**src/point_to_segment_nearest_vector_core_defines.svh**
```systemverilog
// ----------------------------------------------------------------------------
// Assertion macros for the point to segment nearest vector core
// Both macros sample on clk and are disabled while arst_n is low.
// ----------------------------------------------------------------------------
`ifndef POINT_TO_SEGMENT_NEAREST_VECTOR_CORE_DEFINES_SVH
`define POINT_TO_SEGMENT_NEAREST_VECTOR_CORE_DEFINES_SVH

// Check a consequence in the same cycle as its cause.
`define PTSN_ASSERT_SAME(lbl, ante, cons, msg) \
	lbl: assert property (@(posedge clk) disable iff (!arst_n) (ante) |-> (cons)) \
		else $error(msg);

// Check a consequence in the cycle after its cause.
`define PTSN_ASSERT_NEXT(lbl, ante, cons, msg) \
	lbl: assert property (@(posedge clk) disable iff (!arst_n) (ante) |=> (cons)) \
		else $error(msg);

`endif

```
**src/ptsn_pkg.sv**
```systemverilog
// ----------------------------------------------------------------------------
// ptsn_pkg
// Widths, codes, item types and helpers shared by the nearest vector core.
// ----------------------------------------------------------------------------
`timescale 1ns / 1ps

package ptsn_pkg;

	// coordinate width, signed Q16.16
	localparam int CB  = 32;
	// coordinate differences
	localparam int DW  = CB + 1;
	// signed products of two differences
	localparam int PW  = 2 * DW - 1;
	// signed dot product
	localparam int SW  = PW + 1;
	// unsigned squared length and interior numerator
	localparam int NW  = 2 * CB + 1;
	// high part of the numerator split
	localparam int HIW = NW - CB;
	// dividend width, numerator times one component magnitude
	localparam int RW  = NW + CB;
	// quotient bits
	localparam int QB  = CB;
	// offset before saturation
	localparam int EW  = DW + 1;
	// queue depth and pointer width
	localparam int QD  = 4;
	localparam int QAW = 2;

	// configuration register indexes
	localparam logic [1:0] REG_P_X = 2'd0;
	localparam logic [1:0] REG_P_Y = 2'd1;
	localparam logic [1:0] REG_Q_X = 2'd2;
	localparam logic [1:0] REG_Q_Y = 2'd3;

	typedef enum logic [1:0] {
		CASE_P   = 2'd0,
		CASE_Q   = 2'd1,
		CASE_MID = 2'd2
	} case_t;

	// classified item handed from front to back
	typedef struct packed {
		case_t                 cs;
		logic signed [DW-1:0]  bx;
		logic signed [DW-1:0]  by;
		logic [NW-1:0]         num;
		logic [NW-1:0]         den;
		logic [CB-1:0]         mx;
		logic [CB-1:0]         my;
		logic                  sx;
		logic                  sy;
	} back_item_t;

	// divider stage contents, one lane per component
	typedef struct packed {
		case_t                 cs;
		logic signed [DW-1:0]  bx;
		logic signed [DW-1:0]  by;
		logic [NW-1:0]         den;
		logic                  sx;
		logic                  sy;
		logic [RW-1:0]         rx;
		logic [RW-1:0]         ry;
		logic [QB-1:0]         qx;
		logic [QB-1:0]         qy;
	} div_t;

	// finished result
	typedef struct packed {
		logic signed [CB-1:0]  ex;
		logic signed [CB-1:0]  ey;
		case_t                 cs;
	} out_item_t;

	// clamp to the signed coordinate range
	function automatic logic signed [CB-1:0] sat_coord(input logic signed [EW-1:0] v);
		logic signed [CB-1:0] r;
		if (v[EW-1:CB-1] == '0 || v[EW-1:CB-1] == '1) begin
			r = v[CB-1:0];
		end else if (v[EW-1]) begin
			r = {1'b1, {(CB-1){1'b0}}};
		end else begin
			r = {1'b0, {(CB-1){1'b1}}};
		end
		return r;
	endfunction

endpackage

```
**src/ptsn_queue.sv**
```systemverilog
// ----------------------------------------------------------------------------
// ptsn_queue
// Short queue of classified items between the front and the back.
// ----------------------------------------------------------------------------
`timescale 1ns / 1ps

module ptsn_queue (
	input  logic                   clk,
	input  logic                   arst_n,
	input  logic                   wr,
	input  ptsn_pkg::back_item_t   wr_item,
	output logic                   full,
	input  logic                   rd,
	output ptsn_pkg::back_item_t   head,
	output logic                   empty
);

	ptsn_pkg::back_item_t mem_q [ptsn_pkg::QD];
	logic [ptsn_pkg::QAW-1:0] wp_q, rp_q;
	logic [ptsn_pkg::QAW:0]   cnt_q;
	logic wr_acc, rd_acc;

	assign full   = (cnt_q == (ptsn_pkg::QAW + 1)'(ptsn_pkg::QD));
	assign empty  = (cnt_q == '0);
	assign wr_acc = wr && !full;
	assign rd_acc = rd && !empty;
	assign head   = mem_q[rp_q];

	// store item
	always_ff @(posedge clk) begin
		if (wr_acc) begin
			mem_q[wp_q] <= wr_item;
		end
	end

	// advance pointers and count
	always_ff @(posedge clk or negedge arst_n) begin
		if (!arst_n) begin
			wp_q  <= '0;
			rp_q  <= '0;
			cnt_q <= '0;
		end else begin
			if (wr_acc) begin
				wp_q <= wp_q + 1'b1;
			end
			if (rd_acc) begin
				rp_q <= rp_q + 1'b1;
			end
			if (wr_acc && !rd_acc) begin
				cnt_q <= cnt_q + 1'b1;
			end else if (rd_acc && !wr_acc) begin
				cnt_q <= cnt_q - 1'b1;
			end
		end
	end

endmodule

```
**config.mk**
```make
export PLATFORM = sky130hd
export DESIGN_NAME = ptsn_queue
export DESIGN_NICKNAME = d
export VERILOG_FILES = /design/src/point_to_segment_nearest_vector_core_defines.svh /design/src/ptsn_pkg.sv /design/src/ptsn_queue.sv
export SDC_FILE = /design/constraint.sdc
export NUM_CORES = 1
export LEC_CHECK = 0
export BUFFER_PORTS_ARGS = -buffer_cell sky130_fd_sc_hd__buf_2
export CORE_UTILIZATION = 40
export DETAILED_ROUTE_END_ITERATION = 12
export GPL_ROUTABILITY_DRIVEN = 0
export SYNTH_ARGS = -nofsm -noshare
export SYNTH_HDL_FRONTEND = slang
export SYNTH_SLANG_ARGS = --single-unit
```
**constraint.sdc**
```tcl
create_clock -name clk -period 11.22 [get_ports clk]
set_input_delay 1.122 -clock clk [delete_from_list [all_inputs] [get_ports clk]]
set_output_delay 1.122 -clock clk [all_outputs]
set_load 0.02 [all_outputs]
```
# --- Yosys cells after proc, flatten, opt, wreduce, memory -nomap -nowiden ---
# Memory sizes are Yosys's and may differ from the RTL's.
# Cells that the tools add are included.
# Widths: inputs -> output; s select.
totals:
  regBits: 7
  mem_bits_rw: 1056
  out_inout_bits: 266
  n_memories: 1
classes:
  n_addsub: 4
  n_eq_ne: 1
  n_mux: 4
  n_reduce_logical: 10
memory_table:
  columns: ["name", "depth", "word_bits", "read_ports", "rd_ports_with_merged_regs", "write_ports", "line", "rtl"]
  rows:
  - ["mem_q", 4, 264, 1, 0, 1, "ptsn_queue.sv:18", "ptsn_pkg::back_item_t mem_q [ptsn_pkg::QD];"]
op_table:
  columns: ["operator", "n"]
  rows:
  - ["$mux 3", 2]
  - ["$add 2x1->2 const B", 2]
  - ["$logic_and 1x1->1", 4]
  - ["$logic_not 1->1", 4]
  - ["$add 3x1->3 const B", 1]
  - ["$eq 3x3->1 const B", 1]
  - ["$logic_not 3->1", 1]
  - ["$sub 3x1->3 const B", 1]
  - ["$mux 1", 2]
  - ["$reduce_bool 2->1", 1]

# --- Longest topological paths before layout ---
logic_depth:
  word_depth: 7
  ltp_mapped: 9

# --- Least setup slack after synthesis ---
# No wires, ideal clock.
synth_timing:
  path_type: "input to register"
  start: "input port wr"
  end: "memory mem_q[0][0] in the netlist's numbering (enable)"
  setup_time_ns: 0.659
  t_arrival_ns: 7.393
  required_time_ns: 10.561
  path_slack_ns: 3.169
  path_stages: 3
  path_buffers: 1
  cell_sequence: "nor2b_1 -> buf_2 -> and2_1"
synth_via:
  elab_chain_cells: 3
synth_rtl:
  columns: ["element", "line", "rtl"]
  rows:
  - ["start: declaration", "ptsn_queue.sv:10", "input logic wr,"]
  - ["$logic_and 1x1->1", "ptsn_queue.sv:25", "assign wr_acc = wr && !full;"]
  - ["net wr_acc", "ptsn_queue.sv:21", "logic wr_acc, rd_acc;"]
  - ["$mux 1", "ptsn_queue.sv:31", "if (wr_acc) begin"]
  - ["$mux 1 (not written as such)", "ptsn_queue.sv:32", "mem_q[wp_q] <= wr_item;"]
  - ["end: declaration", "ptsn_queue.sv:18", null]
# The timed path passes the listed nets, and every way through them passes these cells.

==> key figures <==
Run status
  • Status: finished clean

Logic synthesis
  • Largest family of logic cells by synthesized area: multiplexers
  • Largest cells by area after synthesis: edfxtp_1 82%, mux4_2 15%, buf_6 0.76%
  • Post-Synth Adder-Cell Area: 0.00214
  • Cell Area, Synth: 38,500 sq um
  • Post-synthesis mux area share: 0.155
  • Ys flop type: edfxtp_1
  • Sequential element share of the synthesized area: 0.827
  • Synth area leader: edfxtp_1
  • Synthesized net count: about 1,700
  • Post-synth EDFFs: between 1,000 and 1,500
  • Top cells by instance count after synthesis: 1,056 x edfxtp_1, 264 x mux4_2, 29 x buf_2
  • Compound-Gate Fraction of Synth Area: 0
  • Synth unique cells: 22
  • Synth Area in Simple Gates: 0.00149
  • Asr flop ratio synth: 0.00659
  • Mean post-synth cell area: 27.2 sq um
  • Synth Register Bits: 1,063
  • Yosys warnings: 0
  • Synth top area share: 0.823
  • Syn Inst Count: approximately 1,400
  • Fraction of synthesized cell area in xor and xnor cells: 0.00136
  • Most common cell in the netlist: edfxtp_1

Clocking
  • Root buffer cell: clkbuf_16
  • Post-CTS Hold Buffers: 0
  • Clock slew at reported path FFs: roughly 60 ps
  • Worst-Skew Late Latency: roughly 690 ps
  • Post-CTS sizing: 0
  • Clock buffer depth: 3
  • Setup Buffers After CTS: 0
  • H-tree levels: 3
  • Clock sinks: roughly 1,100
  • CTS Buf Count: roughly 110
  • CTS tree: done

Route
  • Vias/cell: just over 5
  • Post-route antenna net violation count: 0
  • Post-route DRC: 0
  • WL final: 78.8 mm
  • DR iter-0 viols: around 1,100
  • Via count: ~17,000
  • Drt first pass iters: 5
  • DR WL/cell: around 23 um

Floorplan
  • Die Y: between 300 and 400 um
  • Num ports: 534
  • Core Area: 95,300 sq um
  • Die W: between 300 and 400 um
  • Row cnt: 113
  • Initial core utilization: 0.404
  • DIE AREA: about 98,000 sq um

Global routing
  • Largest net degree at the start of global routing: 100
  • First-pass GRT wire length: ~120 mm
  • Aggregate global routing overflow: 0
  • Initial antenna violation count: 24
  • Vias in the first global route: about 19,000
  • Total GRT Usage: 0.162

Hold path
  • Hold Path Class: in -> async

Critical path
  • Reg2reg path depth: 5
  • Crit Path Category: reg -> out
  • R2R Setup Slk: 7230 ps
  • Worst Setup Start Kind: flop
  • Worst endpoint required time: 10,100 ps
  • FF-to-FF Start: cnt_q[2]
  • CP max FO: a little under 100
  • Crit path max-delay family: buffers and inverters
  • CP arrival: ~4200 ps
  • Worst R2R End: mem_q[3][171]
  • CP Capture Type: output port
  • Buffers plus inverters on the worst setup path: 3
  • CP peak stage delay: between 1000 and 1500 ps
  • Slowest CP cell: dfrtp_4
  • CP cell instances: buf_4, buf_12, mux4_2, buf_2

Power and ir drop
  • Leakage: 0.0155 uW
  • Pint: slightly below 9000 uW
  • Comb pwr share: 0.304
  • P_sw: 4150 uW
  • Clock power share: 0.273
  • Sw Share: 0.320
  • Maximum VDD drop: about 0.23 mV
  • PD cells: approximately 280 nW/um^2
  • Seq pwr share: 0.423

STA
  • Final Hold Fails: 0
  • Pins Over Slew Limit: 0
  • Final Skew: 14.8 ps
  • Crit share post-route: 0.473
  • Final setup vio count: 0
  • Setup TNS: 0 ps
  • Fin crit period: approximately 5300 ps
  • Rel. slew slack: 0.281
  • Fmax: 0.189 GHz
  • RSZ-0062 raised after global routing: no
  • Worst Tran Pin Value: 1080 ps

Final layout
  • Post-route cell area: between 40,000 and 50,000 sq um
  • # nets final: approximately 2,300
  • Non-filler cells in the finished layout: ~3,400
  • Fillers: slightly below 8,000
  • Layout cell share with drive strength beyond 1: 0.469
  • P&R area growth vs syn: 19.6%

Placed design
  • Hpwl dp: 48.4 mm
  • Port Buf Inserts: ~530
  • Dpl cell area: 42,500 sq um
  • Placed cells: between 3,000 and 4,000

Run
  • Max_cap viols: 0
worst reg2reg max path: stages, from the launching register on:
cell and delay [ps]:
dfrtp_1 390, nor3b_1 160, nor2b_1 480, and2_4 750, buf_4 780, buf_4 950
state kept, by name, indices dropped and copies added, names as in the netlist:
name	cells
cnt_q	3
mem_q	1056
rp_q	2
wp_q	2
power groups by stage:
stage	logic, uW	clock network, uW	registers (uW)
after floorplan	2850	0	5660
after CTS	4060	3640	5510
after global placement	4040	0	5550
after global routing	4200	3780	5570
final	3940	3540	5490
after detailed placement	4050	0	5590
cells in the final DEF (no fill, tap or decap), drive strengths merged, types with 2 or more instances in the layout:
cell      count
clkbuf      125
edfxtp     1056
clkinvlp      4
mux4        264
buf         557
bufinv       11
and2          4
clkinv       55
xor2          2
inv          11
dfrtp         7
diode         7
ha            5
mux2          2
xnor2         4
area by class of cell:
cell class / count / area (sq um) / share of cell area
Tap cell: 1265 / 1580 / 0.0343
Multi-Input combinational cell: 288 / 6170 / 0.134
Clock inverter: 77 / 736 / 0.0160
Timing Repair Buffer: 557 / 2860 / 0.0621
Antenna cell: 7 / 17.5 / 0.000380
Sequential cell: 1063 / 31900 / 0.692
Inverter: 4 / 15.0 / 0.000326
Clock buffer: 125 / 2810 / 0.0610
per-stage QoR:
step	hold slack, ps	utilization	setup slack [ps]	power, uW
final	254	0.484	5920	13000
after global routing	215	0.484	5470	13500
after CTS	192	0.483	5670	13200
after detailed placement	482	0.446	6440	9640
after global placement	466	0.446	6460	9590
after floorplan	447	-	3170	8510
per-layer routing:
layer	track usage	share of wire	vias up
met5	0	0.0026	-
met4	0.0517	0.025	32
met3	0.0537	0.075	163
met2	0.272	0.51	483
met1	0.199	0.38	9047
li1	-	-	7420
cells by family (layout without fill, tap and decap cells):
group                      count (synthesis)  after routing
muxes                                    266            266
DFF                                     1063           1063
adders and majority gates                  6              6
buffers and inverters                     64            763
other                                      0              7
and+or+nand+nor                           10             10
xor gates and xnor gates                   6              6
worst max-delay path by stage:
stage / from / endpoint / slack (ps) / cells past startpoint
floorplan: wr / mem_q[0][0] / 3170 / 3
global placement: rp_q[0] / head[20] / 6460 / 4
detailed placement: wr / mem_q[3][174] / 6440 / 5
CTS: rp_q[0] / head[20] / 5670 / 4
global route: rp_q[0] / head[18] / 5470 / 4
finish: rp_q[0] / head[135] / 5920 / 4
Note: power is estimated with default switching activity, not from simulation.
